<file path="src/rtl/core/integer_to_ascii_formatter_assert.svh">
// Assertion macros used by the formatter queue RTL.
// Each macro samples on clk_i and is disabled while rst_ni is low.
`ifndef INTEGER_TO_ASCII_FORMATTER_ASSERT_SVH
`define INTEGER_TO_ASCII_FORMATTER_ASSERT_SVH

// Same-cycle implication.
`define ITAF_ASSERT_IMP(name, pre, post) \
  name: assert property (@(posedge clk_i) disable iff (!rst_ni) (pre) |-> (post)) \
    else $error("itaf: assertion failed");

// Next-cycle implication.
`define ITAF_ASSERT_NXT(name, pre, post) \
  name: assert property (@(posedge clk_i) disable iff (!rst_ni) (pre) |=> (post)) \
    else $error("itaf: assertion failed");

`endif

</file>
<file path="src/rtl/core/itaf_pkg.sv">
package itaf_pkg;

  typedef enum logic [2:0] {
    ACT_SDEC = 3'd0,
    ACT_UDEC = 3'd1,
    ACT_HEXL = 3'd2,
    ACT_HEXU = 3'd3,
    ACT_PTR  = 3'd4
  } itaf_action_e;

  typedef enum logic [1:0] {
    PFX_NONE,
    PFX_MINUS,
    PFX_HEX,
    PFX_NIL
  } itaf_prefix_e;

  typedef enum logic [2:0] {
    ST_IDLE,
    ST_MUL,
    ST_SUB,
    ST_HEX,
    ST_LOAD,
    ST_EMIT
  } itaf_state_e;

  typedef struct packed {
    logic [2:0]  action;
    logic [63:0] value;
  } itaf_in_t;

  typedef struct packed {
    logic [7:0] text_char;
    logic [4:0] char_position;
    logic       last_char;
  } itaf_out_t;

  // One classified value waiting for conversion
  typedef struct packed {
    itaf_prefix_e prefix;
    logic         hex;
    logic         upper;
    logic [63:0]  mag;
  } itaf_job_t;

  // floor(x / 10) == (x * RECIP10) >> RECIP_SHIFT for every 32-bit x
  localparam logic [31:0] RECIP10     = 32'hCCCC_CCCD;
  localparam int unsigned RECIP_SHIFT = 35;
  localparam int unsigned DIGIT_DEPTH = 16;

  localparam logic [7:0] CHAR_ZERO    = 8'h30;
  localparam logic [7:0] CHAR_LOWER_A = 8'h61;
  localparam logic [7:0] CHAR_UPPER_A = 8'h41;
  localparam logic [7:0] CHAR_MINUS   = 8'h2D;
  localparam logic [7:0] CHAR_X       = 8'h78;
  localparam logic [7:0] CHAR_LPAREN  = 8'h28;
  localparam logic [7:0] CHAR_N       = 8'h6E;
  localparam logic [7:0] CHAR_I       = 8'h69;
  localparam logic [7:0] CHAR_L       = 8'h6C;
  localparam logic [7:0] CHAR_RPAREN  = 8'h29;

  function automatic logic [4:0] prefix_len(itaf_prefix_e pfx);
    logic [4:0] len;
    case (pfx)
      PFX_MINUS: len = 5'd1;
      PFX_HEX:   len = 5'd2;
      PFX_NIL:   len = 5'd5;
      default:   len = 5'd0;
    endcase
    return len;
  endfunction

  function automatic logic [7:0] prefix_char(itaf_prefix_e pfx, logic [2:0] idx);
    logic [7:0] ch;
    case (pfx)
      PFX_MINUS: ch = CHAR_MINUS;
      PFX_HEX:   ch = (idx == 3'd0) ? CHAR_ZERO : CHAR_X;
      PFX_NIL: begin
        case (idx)
          3'd0:    ch = CHAR_LPAREN;
          3'd1:    ch = CHAR_N;
          3'd2:    ch = CHAR_I;
          3'd3:    ch = CHAR_L;
          default: ch = CHAR_RPAREN;
        endcase
      end
      default:   ch = CHAR_ZERO;
    endcase
    return ch;
  endfunction

  function automatic logic [7:0] digit_char(logic [3:0] d, logic upper);
    logic [7:0] ch;
    if (d < 4'd10) begin
      ch = CHAR_ZERO + {4'b0, d};
    end else begin
      ch = (upper ? CHAR_UPPER_A : CHAR_LOWER_A) + {4'b0, d} - 8'd10;
    end
    return ch;
  endfunction

endpackage

</file>
<file path="src/rtl/core/integer_to_ascii_formatter.sv">
// Channel | Direction | Handshake                 | Word
// in      | input     | in_valid_i / in_stall_o   | itaf_in_t (action, value)
// out     | output    | out_valid_o / out_stall_i | itaf_out_t (text_char, char_position,
//         |           |                           |   last_char)
//
// Steps: decimal passes the multiply and subtract states per digit in the
// divide-by-ten unit and hex one hex state per digit; then a load state primes
// the digit store read, and characters go out one per cycle while out_stall_i is low.
// A two-entry queue lets new words be taken while the converter is busy.
// Reset clears all control state; the digit store needs no clearing.
// out_stall_i holds the output register; in_stall_o rises only when the queue is full.
module integer_to_ascii_formatter (
  input  logic                clk_i,
  input  logic                rst_ni,
  input  logic                in_valid_i,
  output logic                in_stall_o,
  input  itaf_pkg::itaf_in_t  in_word_i,
  output logic                out_valid_o,
  input  logic                out_stall_i,
  output itaf_pkg::itaf_out_t out_word_o
);
  import itaf_pkg::*;

  logic      q_push;
  logic      q_full;
  logic      q_pop;
  logic      q_valid;
  itaf_job_t push_job;
  itaf_job_t pop_job;

  // Classify incoming words
  itaf_front u_front (
    .in_valid_i (in_valid_i),
    .in_word_i  (in_word_i),
    .in_stall_o (in_stall_o),
    .q_full_i   (q_full),
    .q_push_o   (q_push),
    .q_job_o    (push_job)
  );

  // Buffer classified words
  itaf_queue u_queue (
    .clk_i      (clk_i),
    .rst_ni     (rst_ni),
    .push_i     (q_push),
    .push_job_i (push_job),
    .full_o     (q_full),
    .pop_i      (q_pop),
    .valid_o    (q_valid),
    .pop_job_o  (pop_job)
  );

  // Convert and emit characters
  itaf_back u_back (
    .clk_i       (clk_i),
    .rst_ni      (rst_ni),
    .job_valid_i (q_valid),
    .job_i       (pop_job),
    .job_pop_o   (q_pop),
    .out_valid_o (out_valid_o),
    .out_stall_i (out_stall_i),
    .out_word_o  (out_word_o)
  );

endmodule

</file>
<file path="src/rtl/core/itaf_front.sv">
module itaf_front (
  input  logic               in_valid_i,
  input  itaf_pkg::itaf_in_t in_word_i,
  output logic               in_stall_o,
  input  logic               q_full_i,
  output logic               q_push_o,
  output itaf_pkg::itaf_job_t q_job_o
);
  import itaf_pkg::*;

  logic        keep;
  logic [31:0] low_word;

  assign low_word = in_word_i.value[31:0];

  // Classify the word: prefix, radix, letter case and magnitude
  always_comb begin
    keep           = 1'b1;
    q_job_o.prefix = PFX_NONE;
    q_job_o.hex    = 1'b0;
    q_job_o.upper  = 1'b0;
    q_job_o.mag    = {32'b0, low_word};
    case (itaf_action_e'(in_word_i.action))
      ACT_SDEC: begin
        if (low_word[31]) begin
          q_job_o.prefix = PFX_MINUS;
          q_job_o.mag    = {32'b0, 32'd0 - low_word};
        end
      end
      ACT_UDEC: begin
        q_job_o.hex = 1'b0;
      end
      ACT_HEXL: begin
        q_job_o.hex = 1'b1;
      end
      ACT_HEXU: begin
        q_job_o.hex   = 1'b1;
        q_job_o.upper = 1'b1;
      end
      ACT_PTR: begin
        q_job_o.hex    = 1'b1;
        q_job_o.mag    = in_word_i.value;
        q_job_o.prefix = (in_word_i.value == 64'd0) ? PFX_NIL : PFX_HEX;
      end
      default: begin
        // drop unused mode codes
        keep = 1'b0;
      end
    endcase
  end

  assign in_stall_o = q_full_i;
  assign q_push_o   = in_valid_i && !q_full_i && keep;

endmodule

</file>
<file path="src/rtl/core/itaf_queue.sv">
`include "integer_to_ascii_formatter_assert.svh"

module itaf_queue (
  input  logic                clk_i,
  input  logic                rst_ni,
  input  logic                push_i,
  input  itaf_pkg::itaf_job_t push_job_i,
  output logic                full_o,
  input  logic                pop_i,
  output logic                valid_o,
  output itaf_pkg::itaf_job_t pop_job_o
);
  import itaf_pkg::*;

  itaf_job_t  ent_q [2];
  logic       wr_ptr_q, wr_ptr_d;
  logic       rd_ptr_q, rd_ptr_d;
  logic [1:0] count_q, count_d;

  assign full_o    = (count_q == 2'd2);
  assign valid_o   = (count_q != 2'd0);
  assign pop_job_o = ent_q[rd_ptr_q];

  // Advance pointers and occupancy
  always_comb begin
    wr_ptr_d = push_i ? ~wr_ptr_q : wr_ptr_q;
    rd_ptr_d = pop_i  ? ~rd_ptr_q : rd_ptr_q;
    count_d  = count_q;
    if (push_i && !pop_i) begin
      count_d = count_q + 2'd1;
    end else if (pop_i && !push_i) begin
      count_d = count_q - 2'd1;
    end
  end

  always_ff @(posedge clk_i or negedge rst_ni) begin
    if (!rst_ni) begin
      wr_ptr_q <= 1'b0;
      rd_ptr_q <= 1'b0;
      count_q  <= 2'd0;
    end else begin
      wr_ptr_q <= wr_ptr_d;
      rd_ptr_q <= rd_ptr_d;
      count_q  <= count_d;
    end
  end

  // Hold entries until overwritten
  always_ff @(posedge clk_i) begin
    if (push_i) begin
      ent_q[wr_ptr_q] <= push_job_i;
    end
  end

  `ITAF_ASSERT_IMP(a_no_push_full, push_i, count_q != 2'd2)
  `ITAF_ASSERT_IMP(a_no_pop_empty, pop_i, count_q != 2'd0)
  `ITAF_ASSERT_NXT(a_push_grows, push_i && !pop_i, count_q == $past(count_q) + 2'd1)

endmodule

</file>
<file path="src/rtl/core/itaf_back.sv">
module itaf_back (
  input  logic                clk_i,
  input  logic                rst_ni,
  input  logic                job_valid_i,
  input  itaf_pkg::itaf_job_t job_i,
  output logic                job_pop_o,
  output logic                out_valid_o,
  input  logic                out_stall_i,
  output itaf_pkg::itaf_out_t out_word_o
);
  import itaf_pkg::*;

  itaf_state_e  state_q, state_d;
  logic [63:0]  work_q, work_d;
  logic [31:0]  quot_q, quot_d;
  logic [4:0]   dcount_q, dcount_d;
  logic [4:0]   pos_q, pos_d;
  logic [3:0]   dptr_q, dptr_d;
  itaf_prefix_e prefix_q, prefix_d;
  logic         upper_q, upper_d;
  logic         out_valid_q, out_valid_d;
  itaf_out_t    out_q, out_d;

  logic [3:0]  digit_mem_q [DIGIT_DEPTH];
  logic [3:0]  rd_q;
  logic        mem_we;
  logic [3:0]  mem_wdata;

  logic [63:0] prod;
  logic [31:0] rem;
  logic        out_free;
  logic [4:0]  plen;
  logic [4:0]  total;
  logic        is_digit;
  logic        hex_done;
  logic        emit_last;

  assign out_free  = !out_valid_q || !out_stall_i;
  assign plen      = prefix_len(prefix_q);
  assign total     = plen + dcount_q;
  assign is_digit  = (pos_q >= plen);
  assign emit_last = (pos_q == total - 5'd1);
  assign hex_done  = (work_q[63:4] == 60'd0) || (dcount_q == 5'd15);

  // Divide by ten through the reciprocal, remainder by shift and add
  assign prod = work_q[31:0] * RECIP10;
  assign rem  = work_q[31:0] - ((quot_q << 3) + (quot_q << 1));

  // Next state
  always_comb begin
    state_d = state_q;
    case (state_q)
      ST_IDLE: begin
        if (job_valid_i) begin
          if (job_i.prefix == PFX_NIL) begin
            state_d = ST_EMIT;
          end else if (job_i.hex) begin
            state_d = ST_HEX;
          end else begin
            state_d = ST_MUL;
          end
        end
      end
      ST_MUL:  state_d = ST_SUB;
      ST_SUB:  state_d = (quot_q == 32'd0) ? ST_LOAD : ST_MUL;
      ST_HEX:  state_d = hex_done ? ST_LOAD : ST_HEX;
      ST_LOAD: state_d = ST_EMIT;
      ST_EMIT: begin
        if (out_free && emit_last) begin
          state_d = ST_IDLE;
        end
      end
      default: state_d = ST_IDLE;
    endcase
  end

  // Datapath and output controls
  always_comb begin
    job_pop_o   = 1'b0;
    work_d      = work_q;
    quot_d      = quot_q;
    dcount_d    = dcount_q;
    pos_d       = pos_q;
    dptr_d      = dptr_q;
    prefix_d    = prefix_q;
    upper_d     = upper_q;
    mem_we      = 1'b0;
    mem_wdata   = rem[3:0];
    out_valid_d = out_valid_q && out_stall_i;
    out_d       = out_q;
    case (state_q)
      ST_IDLE: begin
        if (job_valid_i) begin
          job_pop_o = 1'b1;
          work_d    = job_i.mag;
          prefix_d  = job_i.prefix;
          upper_d   = job_i.upper;
          dcount_d  = 5'd0;
          pos_d     = 5'd0;
        end
      end
      ST_MUL: begin
        quot_d = {3'b0, prod[63:RECIP_SHIFT]};
      end
      ST_SUB: begin
        mem_we    = 1'b1;
        mem_wdata = rem[3:0];
        work_d    = {32'b0, quot_q};
        dcount_d  = dcount_q + 5'd1;
      end
      ST_HEX: begin
        mem_we    = 1'b1;
        mem_wdata = work_q[3:0];
        work_d    = {4'b0, work_q[63:4]};
        dcount_d  = dcount_q + 5'd1;
      end
      ST_LOAD: begin
        dptr_d = dcount_q[3:0] - 4'd1;
      end
      ST_EMIT: begin
        if (out_free) begin
          out_valid_d         = 1'b1;
          out_d.char_position = pos_q;
          out_d.last_char     = emit_last;
          if (is_digit) begin
            out_d.text_char = digit_char(rd_q, upper_q);
            dptr_d          = dptr_q - 4'd1;
          end else begin
            out_d.text_char = prefix_char(prefix_q, pos_q[2:0]);
          end
          pos_d = pos_q + 5'd1;
        end
      end
      default: begin
        out_valid_d = 1'b0;
      end
    endcase
  end

  always_ff @(posedge clk_i or negedge rst_ni) begin
    if (!rst_ni) begin
      state_q     <= ST_IDLE;
      out_valid_q <= 1'b0;
      work_q      <= 64'd0;
      dcount_q    <= 5'd0;
      pos_q       <= 5'd0;
      dptr_q      <= 4'd0;
      prefix_q    <= PFX_NONE;
      upper_q     <= 1'b0;
    end else begin
      state_q     <= state_d;
      out_valid_q <= out_valid_d;
      work_q      <= work_d;
      dcount_q    <= dcount_d;
      pos_q       <= pos_d;
      dptr_q      <= dptr_d;
      prefix_q    <= prefix_d;
      upper_q     <= upper_d;
    end
  end

  // Payload registers
  always_ff @(posedge clk_i) begin
    quot_q <= quot_d;
    out_q  <= out_d;
  end

  // Digit store, least significant digit at the lowest address
  always_ff @(posedge clk_i) begin
    if (mem_we) begin
      digit_mem_q[dcount_q[3:0]] <= mem_wdata;
    end
    rd_q <= digit_mem_q[dptr_d];
  end

  assign out_valid_o = out_valid_q;
  assign out_word_o  = out_q;

endmodule
</file>
<file path="config.mk">
export PLATFORM = sky130hd
export DESIGN_NAME = integer_to_ascii_formatter
export DESIGN_NICKNAME = d
export VERILOG_FILES = /design/src/rtl/core/itaf_pkg.sv /design/src/rtl/core/integer_to_ascii_formatter.sv /design/src/rtl/core/itaf_front.sv /design/src/rtl/core/itaf_queue.sv /design/src/rtl/core/itaf_back.sv
export VERILOG_INCLUDE_DIRS = /design/src /design/src/rtl/core
export SDC_FILE = /design/constraint.sdc
export NUM_CORES = 2
export LEC_CHECK = 0
export BUFFER_PORTS_ARGS = -buffer_cell sky130_fd_sc_hd__buf_2
export CORE_ASPECT_RATIO = 1.75
export CORE_MARGIN = 8
export CORE_UTILIZATION = 24
export CTS_BUF_LIST = sky130_fd_sc_hd__clkbuf_4
export DETAILED_ROUTE_END_ITERATION = 10
export GPL_TIMING_DRIVEN = 0
export PLACE_DENSITY_LB_ADDON = 0.12
export REMOVE_ABC_BUFFERS = 1
export SLEW_MARGIN = 15
export SYNTH_ARGS = -nofsm -noshare
export SYNTH_HDL_FRONTEND = slang
export SYNTH_HIERARCHICAL = 1
export SYNTH_SLANG_ARGS = --single-unit
</file>
<file path="constraint.sdc">
create_clock -name clk_i -period 11 [get_ports clk_i]
set_input_delay 0.55 -clock clk_i [delete_from_list [all_inputs] [get_ports clk_i]]
set_output_delay 0.55 -clock clk_i [all_outputs]
set_load 0.01 [all_outputs]
</file>
==> flow_summary.yaml <==
sta:
  skew_ns: 0.0993
  finalMaxSlewViolations: 0
  fmax_mhz: 105
  min_period_over_period_pct: 86.9
  final-hold-violation-count: 0
  finalSetupViolCount: 0
  relSlewSlack_pct: 20.0
  fin_setup_tns_ns: 0
  worst_slew_pin_slew_ns: 1.19
  rsz0062_at_grt: "no"
  period_needed_ns: 9.55
critical_path:
  cp-end-kind: "flip-flop"
  required_ns: 11.55
  crit_type: "reg2reg"
  r2r-start: "u_back/work_q[21]$_DFFE_PN0P_"
  arrival_ns: 10.11
  critPathLaunchType: "flip-flop"
  rrSetupSlack_ns: 1.45
  path_max_fanout: 8
  rr_worst_depth: 26
  r2r_end: "u_back/quot_q[27]$_DFFE_PP_"
routing:
  drt_iter0_markers: 785
  avgRoutedWirePerCell_um: 22.3
  ant_nets: 0
  firstDrtPassIters: 5
  wirelength_um: 111000
  vias: 21200
  viasPerCell: 4.27
  remaining_drc_errors: 0
cts:
  cts_root_buf: "clkbuf_4"
  htreeDepth: 3
  numCtsBuffers: 94
  cts_setup_buffers: 0
  cts.sinks: 335
  clock_latency_ns: 0.85
  cts_tree: "built"
  clk_path_buf_depth: 3
  cts_resized: 0
  clkTransAtPathRegs_ns: 0.07
global_route:
  grt_max_degree: 71
  grt_pass1_wl_um: 163000
  grt.overflow.total: 0
  grt_pass1_vias: 24100
  antenna_found_initial: 3
  gr-usage-all-layers_pct: 15.1
floorplan:
  core_sq_um: 134000
  pin_count: 87
  fp.dieH_um: 502
  initial_utilization_pct: 24.2
  chipWidth_um: 294
  dieArea_sq_um: 148000
  core.rowCount: 178
synthesis:
  yosys_warnings: 6
  synthCells: 2922
  synth_flop_cell: "edfxtp_1"
  syn_area_sq_um: 32400
  synth-seq-cells: 335
  synth_edf_count: 242
  synth-seq-area-share_pct: 29.5
  synth_cell_types: 95
  synthArstFlopShare_pct: 26.6
  syn-mean-instance-area_sq_um: 11.1
hold_path:
  hold_start: "in_word_i[48]"
  hold_path_class: "in2reg"
  holdPathEnd: "u_queue/ent_q[1][48]$_DFFE_PP_"
  hold_path_depth: 2
job:
  maxCapViolCount: 0
final_layout:
  areaGrowthSynthToFinish_pct: 13.1
  fin_area_sq_um: 36700
  nets: 3917
  final_cell_mix: "614 x inv_1, 388 x fa_1, 386 x ha_1, 242 x edfxtp_1, 151 x nand2_1"
  drive_above_1_share_pct: 12.6
  final_common_cell: "inv_1"
placed_design:
  dp_hpwl_um: 94200
  placed_cell_area_sq_um: 35100
  portBuffers: 85
  gp_congestion: 0.858
status:
  status: "completed"
[area by class of cell]
type / instances / area, sq um
fillers: 14200 / 97600
clock inverters: 33 / 154
clock buffers: 143 / 1070
diodes: 3 / 7.51
well taps: 1800 / 2250
flip-flops and latches: 335 / 9580
inverters: 616 / 2310
multi-input cells: 1887 / 20200
repair buffers: 138 / 1100
[sequential cells by signal (all words and copies together) (netlist names)]
register            cells
u_back/dcount_q         5
u_back/digit_mem_q     64
u_back/dptr_q           4
u_back/out_valid_o      1
u_back/out_word_o      13
u_back/pos_q            5
u_back/prefix_q         2
u_back/quot_q          29
u_back/rd_q             4
u_back/state_q          3
u_back/upper_q          1
u_back/work_q          64
u_queue/count_q         2
u_queue/ent_q         136
u_queue/rd_ptr_q        1
u_queue/wr_ptr_q        1
[synth_stat cells, types with 3 or more instances]
library cell | instances | area [sq um]
buf_4 | 3 | 22.5
nand2b_1 | 11 | 68.8
a21o_1 | 35 | 263
nor3b_1 | 3 | 22.5
clkbuf_1 | 59 | 221
and2_1 | 55 | 344
a211oi_1 | 6 | 45.0
dfrtp_1 | 89 | 2230
and4_1 | 11 | 96.3
inv_1 | 614 | 2300
o21bai_1 | 6 | 45.0
mux4_2 | 14 | 315
mux2_2 | 58 | 653
o21ai_0 | 99 | 495
buf_6 | 6 | 67.6
o221ai_1 | 5 | 43.8
o21ai_1 | 6 | 30.0
o22ai_1 | 4 | 25.0
nand4_1 | 21 | 131
o211ai_1 | 3 | 22.5
or3_4 | 3 | 33.8
mux2_4 | 10 | 150
xor2_1 | 72 | 631
ha_1 | 386 | 4830
nand2_1 | 151 | 567
nand3_1 | 20 | 100
nor2_1 | 83 | 312
nor3_1 | 16 | 80.1
or4_1 | 5 | 37.5
xnor2_1 | 54 | 473
and3_1 | 42 | 263
nor2b_1 | 14 | 87.6
nor3_2 | 3 | 30.0
edfxtp_1 | 242 | 7270
dfxtp_1 | 4 | 80.1
nor4_1 | 25 | 156
fa_1 | 388 | 7770
buf_2 | 11 | 55.1
o21ai_2 | 3 | 26.3
a21oi_1 | 143 | 716
a31oi_1 | 13 | 81.3
or2_2 | 7 | 43.8
mux2i_1 | 42 | 420
o41ai_2 | 3 | 48.8
o31ai_1 | 7 | 52.6
[cell families after synthesis]
family	synth area share [%]
AND/OR/NAND/NOR	7.84
buffers and inverters	8.45
adder cells (fa/ha/maj)	38.8
AO/OA/AOI/OAI	7.04
flip-flops	29.5
other	0.0116
XOR/XNOR	3.40
multiplexers	4.91
[stage by stage]
stage          setup slack [ns]  std cells  hold WS, ns  util [%]
2_1_floorplan              4.21       2838        0.254         -
5_1_grt                    1.04       4955      0.00535      27.3
3_5_place_dp               1.11       4744        0.481      26.2
6_report                   1.45       4955       0.0979      27.3
3_3_place_gp               1.07       4723        0.468      25.8
4_1_cts                    1.07       4952      0.00191      27.3
[how the worst max path moves through the flow]
stage	startpoint	slack [ns]	to
after global routing	u_back/work_q[18]$_DFFE_PN0P_	1.04	u_back/quot_q[27]$_DFFE_PP_
after CTS	u_back/work_q[20]$_DFFE_PN0P_	1.07	u_back/quot_q[28]$_DFFE_PP_
after global placement	u_back/work_q[20]$_DFFE_PN0P_	1.07	u_back/quot_q[27]$_DFFE_PP_
final	u_back/work_q[21]$_DFFE_PN0P_	1.45	u_back/quot_q[27]$_DFFE_PP_
after detailed placement	u_back/work_q[20]$_DFFE_PN0P_	1.11	u_back/quot_q[27]$_DFFE_PP_
after floorplan	u_back/work_q[7]$_DFFE_PN0P_	4.21	u_back/quot_q[28]$_DFFE_PP_
[critical path, stage by stage, from the launching register on]
cell	delay, ns
dfrtp_1	0.85
inv_1	0.10
ha_1	0.66
inv_1	0.20
fa_1	0.54
inv_1	0.05
fa_1	0.47
inv_1	0.06
fa_1	0.50
inv_1	0.05
fa_1	0.59
fa_1	0.46
fa_1	0.52
inv_1	0.06
fa_1	0.53
inv_1	0.06
ha_1	0.40
nand4_1	0.22
nor3_1	0.65
nand4_1	0.40
a21oi_2	0.44
o211a_1	0.27
o21ai_2	0.13
o21ai_2	0.32
a31o_1	0.32
o22ai_1	0.13
xnor2_1	0.32
[metal layers]
| metal | wire length, um | track usage, % | vias to the layer above |
|---|---|---|---|
| met2 | 65800 | 31.6 | 279 |
| met3 | 1900 | 1.43 | 132 |
| met1 | 39000 | 15.1 | 10700 |
| met5 | 0 | 0 | - |
| li1 | - | - | 10000 |
| met4 | 3850 | 5.16 | 0 |
[timing repair]
action,4_1_cts,5_1_grt
setup endpoints to repair,0,0
endpoints found under the hold margin,124,0
hold buffers,32,0
Power is left out: the tool's default activity adds up to more than one toggle a clock period on the data nets, which glitch-free logic cannot reach.
